==> src/rtl/rat_ram.sv <==
// Generic single-write, single-read RAM with registered read data.
module rat_ram #(
    parameter int WIDTH = 8,
    parameter int DEPTH = 16,
    localparam int AW = (DEPTH > 1) ? $clog2(DEPTH) : 1
) (
    input  logic             clk,
    input  logic             we,
    input  logic [AW-1:0]    waddr,
    input  logic [WIDTH-1:0] wdata,
    input  logic [AW-1:0]    raddr,
    output logic [WIDTH-1:0] rdata
);

    logic [WIDTH-1:0] mem [DEPTH];

    always_ff @(posedge clk)
    begin
        if (we)
        begin
            mem[waddr] <= wdata;
        end
        rdata <= mem[raddr];
    end

endmodule

==> config.mk <==
export PLATFORM = sky130hd
export DESIGN_NAME = rat_ram
export DESIGN_NICKNAME = d
export VERILOG_FILES = /design/src/rtl/rat_ram.sv
export SDC_FILE = /design/constraint.sdc
export NUM_CORES = 1
export LEC_CHECK = 0
export ABC_CLOCK_PERIOD_IN_PS = 2200
export BUFFER_PORTS_ARGS = -buffer_cell sky130_fd_sc_hd__buf_2
export CORE_UTILIZATION = 60
export CTS_CLUSTER_DIAMETER = 80
export DETAILED_ROUTE_END_ITERATION = 8
export PLACE_DENSITY_LB_ADDON = 0.25
export SLEW_MARGIN = 20
export SYNTH_ARGS = -nofsm -noshare
export SYNTH_HDL_FRONTEND = slang
export SYNTH_SLANG_ARGS = --single-unit
==> constraint.sdc <==
create_clock -name clk -period 2.2 [get_ports clk]
set_input_delay 0.33 -clock clk [delete_from_list [all_inputs] [get_ports clk]]
set_output_delay 0.33 -clock clk [all_outputs]
set_load 0.1 [all_outputs]
Word level (Yosys, flattened, before mapping) --
Memories as Yosys holds them, arrays and structs flattened. A register that Yosys moved wholly into a read port is not among the register bits. Cells that the tools add are included.
Word-level totals: logic and storage cells 3, RAM bits 128, memories kept 1, output and inout bits 8, bits of input ports 18, bits in registers 0
Memories:
- mem | depth 16, bits a word 8, rd ports 1, clocked after memory_dff 1, wr ports 1, RTL line 15 | logic [WIDTH-1:0] mem [DEPTH];
Cells by class: mux-type cells 2
Operator list (number):
- 1-bit two-way mux | 2

Longest topological paths before layout --
Gate-level depths: netlist of the first run.
depth after elaboration 2, depth in mapped cells 5, depth with buffers taken out 3

Worst setup path before layout of the first run --
No wires, ideal clock.
path type in2reg, from in waddr[2], to mem mem[0][0], enable pin, buffers on the path 0, setup time 0.383 ns, slack 0.377 ns, cell stages on the path 2, required time 1.817 ns, arrival 1.440 ns, cell sequence or3b_2 -> nor3_1
RTL lines:
- start: declaration | RTL line 9 | input logic [AW-1:0] waddr,
- end: declaration | RTL line 15
Straight into the memory's write port.

Worst setup path after layout of the first run --
from reg rdata[2], read port of mem, to out rdata[2]
RTL lines:
- start: declaration | RTL line 12 | output logic [WIDTH-1:0] rdata
No word-level cell between the ends.

==> run_results.csv, run 1 <==
group,metric,value,unit
placed_design,dpl.hpwl,5770,um
logic_synthesis,synthTopCellsByCount,"edfxtp_1, mux4_2, a22oi_1",
clock_network,cts_root_buffer,"clkbuf_8",
floorplan,dieArea,8950,sq um
routing,vias,2412,
worst_setup_path,required,1.87,ns
logic_synthesis,synth_ff_type,"edfxtp_1",
logic_synthesis,synthAdderAreaFrac,0,%
logic_synthesis,synth_xor_area_share,0,%
logic_synthesis,synth_area_leaders,"edfxtp_1, mux4_2, mux4_1",
worst_setup_path,cp.buffers_inverters,1,
clock_network,htree_levels,4,
timing,setup_violations,0,
timing,finalCriticalPeriod,1.62,ns
routing,ant_nets,0,
logic_synthesis,syn_area_per_cell,22.5,sq um
timing,slew-limit-headroom,51.4,%
logic_synthesis,synth.area.mux_share,15.0,%
logic_synthesis,synth_top_cell_area_share,74.7,%
worst_setup_path,endpoint_kind,"primary output",
timing,clock_skew,0.00826,ns
pwr,peakVddDrop,669,uV
logic_synthesis,synth.distinct_cells,19,
placed_design,finalWeightedCongestion,0.801,
timing,fin_crit_sh,73.7,%
routing,wl,9350,um
logic_synthesis,syn_area,5150,sq um
global_routing,grt_pass1_vias,2518,
clock_network,cts_setup_buffers,0,
run_status,outcome,"complete, no violations",
routing,routed_via_density,6.00,
global_routing,antenna_found_initial,0,
global_routing,grt-ovfl-total,0,
final_layout,syn_to_final_growth,18.8,%
final_layout,fillers,478,
worst_setup_path,crit_family,"buffers and inverters",
clock_network,cts_resized,0,
placed_design,post-place-ws,0.408,ns
logic_synthesis,synth_seq_area_share,77.8,%
clock_network,cts_buffers,17,
logic_synthesis,ys_ff_latch,136,
timing,totalNegativeSetupSlack,0,ns
final_layout,drive_gt1_share,32.3,%
timing,rsz0062_at_grt,"no",
global_routing,grtUsageTotal,24.3,%
final_layout,multi_input_area,1060,sq um
logic_synthesis,synth_compound_area_share,2.33,%
floorplan,die_w,94.6,um
logic_synthesis,synth_top_family_by_area,"multiplexers",
worst_setup_path,worstSetupPathType,"reg -> out",
logic_synthesis,synth-edff-count,128,
pwr,finalPower,6.20,mW
logic_synthesis,ys.warnings.count,0,
pwr,p_per_area,1010,nW/um^2
timing,maxSlewViolCount,0,
floorplan,rows,33,
worst_setup_path,cpPeakStageDelay,0.44,ns
timing,hold_violations,0,
worst_setup_path,arrival,1.29,ns
routing,dr.pass1.iters,4,
floorplan,fp.dieH,94.6,um
worst_setup_path,crit_slowest_cell,"buf_2",
routing,post_drt_wl_per_cell,23.2,um
routing,drt_iter0_markers,237,
timing,whs,0.200,ns
logic_synthesis,synthCells,229,
clock_network,ctsHoldBuffers,0,
timing,worstMarginPinSlew,0.726,ns
min_path,worstHoldPathType,"in -> reg",
job,drv_cap,0,
logic_synthesis,synth_fp_nets,247,
final_layout,antenna_cells,0,
logic_synthesis,yosysTopAreaCell,"edfxtp_1",
worst_setup_path,setup.worst_path.start_class,"flop",
logic_synthesis,synth.most_common_cell,"edfxtp_1",
floorplan,initial_core_util,62.3,%
pwr,cellLeakagePower,2.11,nW
clock_network,clk_pin_slew,0.06,ns
floorplan,boundaryPins,26,
logic_synthesis,yosys.area_share.simple,3.18,%
floorplan,core_area,8260,sq um
clock_network,tritoncts,"done",
logic_synthesis,async_flop_share,0,%
placed_design,io_buffer_count,25,
clock_network,cts_buffer_depth,2,
timing,final.setup.worst_slack,0.579,ns
clock_network,cts.sink_count,136,
final_layout,finalNetCount,302,
global_routing,grt_max_degree,33,
timing,fmax,0.617,GHz
clock_network,clock_latency,0.51,ns
routing,drc_errors,0,
worst_setup_path,crit_chain,"buf_2",
worst_setup_path,cp_max_fo,1,
global_routing,grt_pass1_wl,14500,um
final_layout,final-seq-area,4000,sq um
stage by stage:
| stage | instance area [sq um] | std cells | utilization, % |
|---|---|---|---|
| 3_3_place_gp | 5500 | 370 | 66.6 |
| 6_report | 6120 | 402 | 74.1 |
| 4_1_cts | 6120 | 402 | 74.1 |
| 2_1_floorplan | 5150 | 229 | - |
| 5_1_grt | 6120 | 402 | 74.1 |
| 3_5_place_dp | 5500 | 370 | 66.6 |
flip-flops by register name, summed over array words and instances (netlist names):
signal  flops
mem       128
rdata       8
metal layers:
metal | up-vias | GRT usage [%] | routed length, um
met4 | 0 | 10.7 | 80
met5 | - | 0 | 0
met3 | 7 | 6.44 | 693
li1 | 1090 | - | -
met2 | 95 | 34.7 | 4540
met1 | 1220 | 35.8 | 4030
final timing paths:
| path | from | cells after the start | slack (ns) | endpoint |
|---|---|---|---|---|
| hold reg to reg | mem[14][5] | 3 | 0.68 | rdata[5] |
| setup reg to reg | mem[1][1] | 3 | 0.84 | rdata[1] |
| hold / removal | wdata[4] | 1 | 0.20 | mem[4][4] |
| setup / recovery | rdata[2] | 1 | 0.58 | rdata[2] |
cell type report:
cell class                      count  share of cell area (%)
Sequential cell                   136                    65.5
Clock buffer                       18                    6.83
Tap cell                          105                    2.15
Multi-Input combinational cell     83                    17.3
Timing Repair Buffer               46                    5.03
Clock inverter                     14                    3.25
layout by cell type, fill, tap and decap left out, types with 4 or more instances in the layout:
cell type  instances
buf_2             25
a22oi_1           16
nor3_1             4
bufinv_16          4
clkbuf_16         16
nand2_1            9
buf_4             19
mux4_2            18
clkinv_4           5
dfxtp_1            8
edfxtp_1         128
nor2_1            13
mux4_1            14
where the power goes:
part           switching [mW]  leakage [nW]  internal (mW)
Clock                    1.05         0.300           1.85
Sequential             0.0163          1.22           2.90
Combinational           0.274         0.591          0.117
cells by family (layout without fill, tap and decap cells):
kind of cell           after synthesis  in the layout
muxes                               32             32
DFF                                136            136
AOI/OAI and AO/OA                   16             16
buffers and inverters               10             78
and+or+nand+nor                     35             35
(Power assumes the default switching activity.)
==> inputs of run 2 (changes only) <==
--- a/config.mk
+++ b/config.mk
@@ -5,9 +5,10 @@
 export SDC_FILE = /design/constraint.sdc
 export NUM_CORES = 1
 export LEC_CHECK = 0
-export ABC_CLOCK_PERIOD_IN_PS = 2200
+export ABC_AREA = 1
+export ABC_CLOCK_PERIOD_IN_PS = 1700
 export BUFFER_PORTS_ARGS = -buffer_cell sky130_fd_sc_hd__buf_2
-export CORE_UTILIZATION = 60
+export CORE_UTILIZATION = 61
 export CTS_CLUSTER_DIAMETER = 80
 export DETAILED_ROUTE_END_ITERATION = 8
 export PLACE_DENSITY_LB_ADDON = 0.25
==> constraint.sdc (replaced) <==
create_clock -name clk -period 1.7 [get_ports clk]
set_input_delay 0.255 -clock clk [delete_from_list [all_inputs] [get_ports clk]]
set_output_delay 0.255 -clock clk [all_outputs]
set_load 0.1 [all_outputs]
==> run 2 against run 1 <==
Compared with the run above: global-route usage grew 4.1 points; power is 30% higher; design area up 9.4%; register-to-register slack worse by 0.19 ns; synthesized cell count rose by 140%; via count increased by 63%; sequential cell count unchanged; worst setup slack worse by 0.44 ns; count of clock-buffer cells in the layout stayed put; sequential power is 30% higher; critical path depth unchanged; highest routed layer unchanged; combinational power increased by 59%.
==> run_results.csv, run 2 <==
group,metric,value,unit
final_layout,top_regs,"mem x128, rdata x8",
logic_synthesis,synth_area_leaders,"edfxtp_1, nand2_1, nand3_1",
pwr,internal_power,6.26,mW
worst_setup_path,required,1.44,ns
global_routing,grt_pass1_vias,3876,
timing,hold_violations,0,
routing,dr.pass1.iters,5,
logic_synthesis,yosys.area_share.simple,21.0,%
logic_synthesis,syn_area_per_cell,10.5,sq um
routing,wl,12800,um
final_layout,final_cell_mix,"nand2_1, edfxtp_1, inv_1, nand3_1, buf_2",
routing,drt_iter0_markers,337,
floorplan,dieArea,9850,sq um
logic_synthesis,synth.distinct_cells,12,
clock_network,cts.sink_count,136,
routing,vias,3920,
worst_setup_path,endpoint_kind,"primary output",
clock_network,cts_setup_buffers,0,
timing,totalNegativeSetupSlack,0,ns
final_layout,drive_gt1_share,13.3,%
worst_setup_path,arrival,1.30,ns
worst_setup_path,cp_max_fo,1,
floorplan,die_w,99.2,um
clock_network,cts_root_buffer,"clkbuf_8",
pwr,pwr-share-comb,7.7,%
placed_design,io_buffer_count,25,
clock_network,clock_latency,0.52,ns
worst_setup_path,setup.worst_path.start_class,"flop",
logic_synthesis,synthAdderAreaFrac,0,%
run_status,outcome,"complete, no violations",
placed_design,dpl_cell_area,6090,sq um
timing,clock_skew,0.00636,ns
floorplan,boundaryPins,26,
final_layout,fin_cells,718,
final_layout,finalNetCount,613,
worst_setup_path,crit_chain,"buf_2",
floorplan,rows,35,
clock_network,htree_levels,4,
floorplan,fp.dieH,99.2,um
worst_setup_path,cp.buffers_inverters,1,
timing,worstMarginPinSlew,0.493,ns
floorplan,core_area,9200,sq um
clock_network,cts_buffer_depth,2,
final_layout,final_common_cell,"nand2_1",
routing,routed_via_density,5.46,
logic_synthesis,yosysTopAreaCell,"edfxtp_1",
logic_synthesis,synthTopCellsByCount,"nand2_1, edfxtp_1, inv_1",
final_layout,antenna_cells,0,
logic_synthesis,synth.most_common_cell,"nand2_1",
timing,maxSlewViolCount,0,
global_routing,grtUsageTotal,28.3,%
routing,ant_nets,0,
timing,fmax,0.642,GHz
pwr,p_per_area,1210,nW/um^2
pwr,p_sw,1.83,mW
logic_synthesis,synth_xor_area_share,0,%
timing,whs,0.0917,ns
global_routing,grt_pass1_wl,20000,um
job,drv_cap,0,
clock_network,cts_buffers,17,
clock_network,clk_pin_slew,0.06,ns
final_layout,final_area,6690,sq um
timing,fin_crit_sh,91.7,%
timing,rsz0062_at_grt,"no",
routing,drc_errors,0,
pwr,peakVddDrop,806,uV
timing,setup_violations,0,
global_routing,grt_max_degree,54,
pwr,cellLeakagePower,2.94,nW
logic_synthesis,synth_seq_area_share,69.4,%
floorplan,initial_core_util,62.7,%
logic_synthesis,synth_top_cell_area_share,66.7,%
logic_synthesis,ys.warnings.count,0,
pwr,finalPower,8.09,mW
worst_setup_path,cpPeakStageDelay,0.44,ns
global_routing,grt-ovfl-total,0,
pwr,power.share.clock,45.6,%
logic_synthesis,ys_ff_latch,136,
logic_synthesis,synthCells,551,
logic_synthesis,synth-edff-count,128,
logic_synthesis,syn_area,5770,sq um
logic_synthesis,synth_top_family_by_area,"simple AND/OR/NAND/NOR gates",
min_path,worstHoldPathType,"in -> reg",
final_layout,largest_reg_flops,128,
pwr,seq_power_share,46.7,%
clock_network,ctsHoldBuffers,0,
final_layout,regMostFlops,"mem",
placed_design,finalWeightedCongestion,0.895,
logic_synthesis,synth_compound_area_share,0,%
clock_network,tritoncts,"done",
logic_synthesis,synth.area.mux_share,0,%
global_routing,antenna_found_initial,0,
clock_network,cts_resized,0,
placed_design,place_inst,687,
logic_synthesis,synth_fp_nets,569,
pwr,switching_share,22.6,%
routing,post_drt_wl_per_cell,17.8,um
placed_design,post-place-ws,0.306,ns
worst_setup_path,crit_family,"buffers and inverters",
timing,slew-limit-headroom,67.3,%
placed_design,dpl.hpwl,7710,um
timing,final.setup.worst_slack,0.141,ns
worst_setup_path,worstSetupPathType,"reg -> out",
logic_synthesis,async_flop_share,0,%
timing,finalCriticalPeriod,1.56,ns
final_layout,utilization,72.8,%
worst_setup_path,crit_slowest_cell,"buf_2",
final_layout,syn_to_final_growth,16.1,%
logic_synthesis,synth_ff_type,"edfxtp_1",
-- run 2: cell count changes in the layout (fill, tap and decap cells not counted), moves of 4 or more --
| cell | before | now |
|---|---|---|
| nand2_1 | 9 | 173 |
| a22oi_1 | 16 | 0 |
| inv_1 | 0 | 100 |
| mux4_1 | 14 | 0 |
| nor2_1 | 13 | 17 |
| mux4_2 | 18 | 0 |
| nor3_1 | 4 | 0 |
| nand3_1 | 1 | 97 |
-- run 2: final cells by class --
class                      instances  area (sq um)
sequential                       136          4000
tap                              111           139
clock inverter                    13           180
fill                             613          2500
multi-input combinational        289          1210
inverter                         102           383
clock buffer                      18           418
timing repair buffer              49           355
-- run 2: logic make-up after synthesis --
family / Yosys count
DFF: 136
buffers and inverters: 126
and+or+nand+nor: 289
-- run 2: path summary, 6_finish.rpt --
check             start        to  slack [ns]  cells past startpoint
max reg2reg   mem[0][2]  rdata[2]        0.65                      6
min            raddr[3]  rdata[4]        0.09                      3
max            rdata[3]  rdata[3]        0.14                      1
min reg2reg  mem[14][4]  rdata[4]        0.65                      6
-- run 2: power by group through the flow --
stage	clock network, mW	registers (mW)	logic, mW
2_1_floorplan	0	4.00	0.264
3_3_place_gp	0	3.84	0.604
3_5_place_dp	0	3.84	0.614
4_1_cts	3.71	3.77	0.621
5_1_grt	3.83	3.78	0.671
6_report	3.69	3.77	0.623
-- run 2: per-layer routing --
layer	vias to the layer above	routed length, um	share of wire [%]	track usage, %
li1	1864	-	-	-
met1	1849	5100	40	37.0
met2	183	6420	50	46.4
met3	24	994	7.8	6.54
met5	-	0	0	0
met4	0	272	2.1	11.3
==> inputs of run 3 (changes only) <==
--- a/config.mk
+++ b/config.mk
@@ -8,7 +8,9 @@
 export ABC_AREA = 1
 export ABC_CLOCK_PERIOD_IN_PS = 1700
 export BUFFER_PORTS_ARGS = -buffer_cell sky130_fd_sc_hd__buf_2
-export CORE_UTILIZATION = 61
+export CELL_PAD_IN_SITES_DETAIL_PLACEMENT = 1
+export CELL_PAD_IN_SITES_GLOBAL_PLACEMENT = 2
+export CORE_UTILIZATION = 39
 export CTS_CLUSTER_DIAMETER = 80
 export DETAILED_ROUTE_END_ITERATION = 8
 export PLACE_DENSITY_LB_ADDON = 0.25
==> run 3 against run 2 <==
Compared with the run above: combinational power rose by 2%; highest routed layer unchanged; global-route usage fell by 6.8 points; critical endpoint unchanged; fmax rose by 4.2%; clock skew fell by 0.0013 ns; design area fell by 0.62%.
==> run_results.csv, run 3 (same netlist as run 2, synthesis figures left out) <==
group,metric,value,unit
placed_design,finalWeightedCongestion,0.821,
floorplan,core_area,14500,sq um
global_routing,antenna_found_initial,0,
worst_setup_path,crit_slowest_cell,"buf_2",
final_layout,fillers,1628,
min_path,worstHoldPathType,"in -> reg",
global_routing,grt-ovfl-total,0,
final_layout,final_common_cell,"nand2_1",
worst_setup_path,crit_chain,"buf_2",
worst_setup_path,crit_family,"buffers and inverters",
routing,drt_iter0_markers,199,
final_layout,drive_gt1_share,11.5,%
final_layout,largest_reg_flops,128,
clock_network,tritoncts,"done",
placed_design,post-place-ws,0.238,ns
final_layout,antenna_cells,0,
worst_setup_path,endpoint_kind,"primary output",
worst_setup_path,cp_max_fo,1,
timing,setup_violations,0,
clock_network,clk_pin_slew,0.06,ns
worst_setup_path,required,1.44,ns
final_layout,finalNetCount,614,
floorplan,rows,44,
routing,routed_via_density,4.87,
routing,vias,3865,
timing,whs,0.235,ns
worst_setup_path,arrival,1.24,ns
clock_network,cts_buffers,17,
floorplan,initial_core_util,39.8,%
floorplan,boundaryPins,26,
clock_network,ctsHoldBuffers,0,
timing,finalCriticalPeriod,1.50,ns
timing,hold_violations,0,
pwr,peakVddDrop,557,uV
placed_design,place_inst,761,
global_routing,grt_max_degree,65,
routing,dr.pass1.iters,4,
pwr,cellLeakagePower,2.89,nW
pwr,finalPower,7.47,mW
timing,fmax,0.669,GHz
worst_setup_path,cpPeakStageDelay,0.45,ns
clock_network,cts_setup_buffers,0,
final_layout,syn_to_final_growth,15.3,%
timing,fin_crit_sh,88.0,%
timing,slew-limit-headroom,67.8,%
global_routing,grt_pass1_vias,4051,
floorplan,dieArea,15300,sq um
run_status,outcome,"complete, no violations",
clock_network,cts.sink_count,136,
routing,post_drt_wl_per_cell,18.6,um
timing,totalNegativeSetupSlack,0,ns
timing,maxSlewViolCount,0,
worst_setup_path,setup.worst_path.start_class,"flop",
final_layout,utilization,45.9,%
clock_network,cts_resized,0,
routing,drc_errors,0,
floorplan,die_w,124,um
final_layout,final_cell_mix,"nand2_1, edfxtp_1, inv_1, nand3_1, buf_2",
clock_network,cts_root_buffer,"clkbuf_16",
clock_network,clock_latency,0.41,ns
job,drv_cap,0,
routing,ant_nets,0,
worst_setup_path,worstSetupPathType,"reg -> out",
timing,rsz0062_at_grt,"no",
placed_design,dpl.hpwl,9400,um
floorplan,fp.dieH,124,um
timing,clock_skew,0.00502,ns
final_layout,fin_cells,793,
clock_network,htree_levels,4,
worst_setup_path,cp.buffers_inverters,1,
routing,wl,14800,um
pwr,p_per_area,1120,nW/um^2
placed_design,io_buffer_count,25,
timing,worstMarginPinSlew,0.487,ns
clock_network,cts_buffer_depth,2,
final_layout,top_regs,"mem x128, rdata x8",
global_routing,grt_pass1_wl,22800,um
final_layout,final_area,6650,sq um
placed_design,dpl_cell_area,6170,sq um
final_layout,regMostFlops,"mem",
global_routing,grtUsageTotal,21.5,%
timing,final.setup.worst_slack,0.205,ns
-- run 3: changes by cell type in the layout (fill, tap and decap cells not counted), sizes merged --
cell	before	now
buf	49	50
bufinv	4	0
clkbuf	18	24
clkinv	6	8
clkinvlp	3	0
-- run 3: worst paths after layout --
kind                            slack [ns]       end  cells after the start  startpoint
worst max-delay path                  0.20  rdata[3]                      1    rdata[3]
worst min-delay path                  0.23  rdata[5]                      3    raddr[3]
worst max register to register        0.64  rdata[6]                      6   mem[6][6]
worst min register to register        0.67  rdata[5]                      6  mem[12][5]
-- run 3: worst register-to-register path: cells and delay by family (launching register included) --
family	cells	cell delay [ns]
flip-flops	1	0.37
AND/OR/NAND/NOR	5	0.50
buffers and inverters	1	0.08
-- run 3: final cells by class --
type,count,area (sq um),share of cell area (%)
Clock inverter,8,31.3,0.470
Sequential cell,136,4000,60.2
Tap cell,184,230,3.46
Timing Repair Buffer,50,338,5.08
Inverter,102,383,5.76
Clock buffer,24,452,6.79
Multi-Input combinational cell,289,1210,18.2
-- run 3: routing by layer --
layer / vias to the layer above / track usage (%) / part of all wire, %
met4: 0 / 7.61 / 1.6
met3: 20 / 4.76 / 3.0
met2: 60 / 36.1 / 50
met5: - / 0 / 0
li1: 1858 / - / -
met1: 1927 / 27.2 / 45
-- run 3: power breakdown --
| part | switching, mW | internal, mW |
|---|---|---|
| logic | 0.494 | 0.143 |
| clock network | 1.24 | 1.82 |
| registers | 0.0225 | 3.75 |
| total | 1.76 | 5.71 |
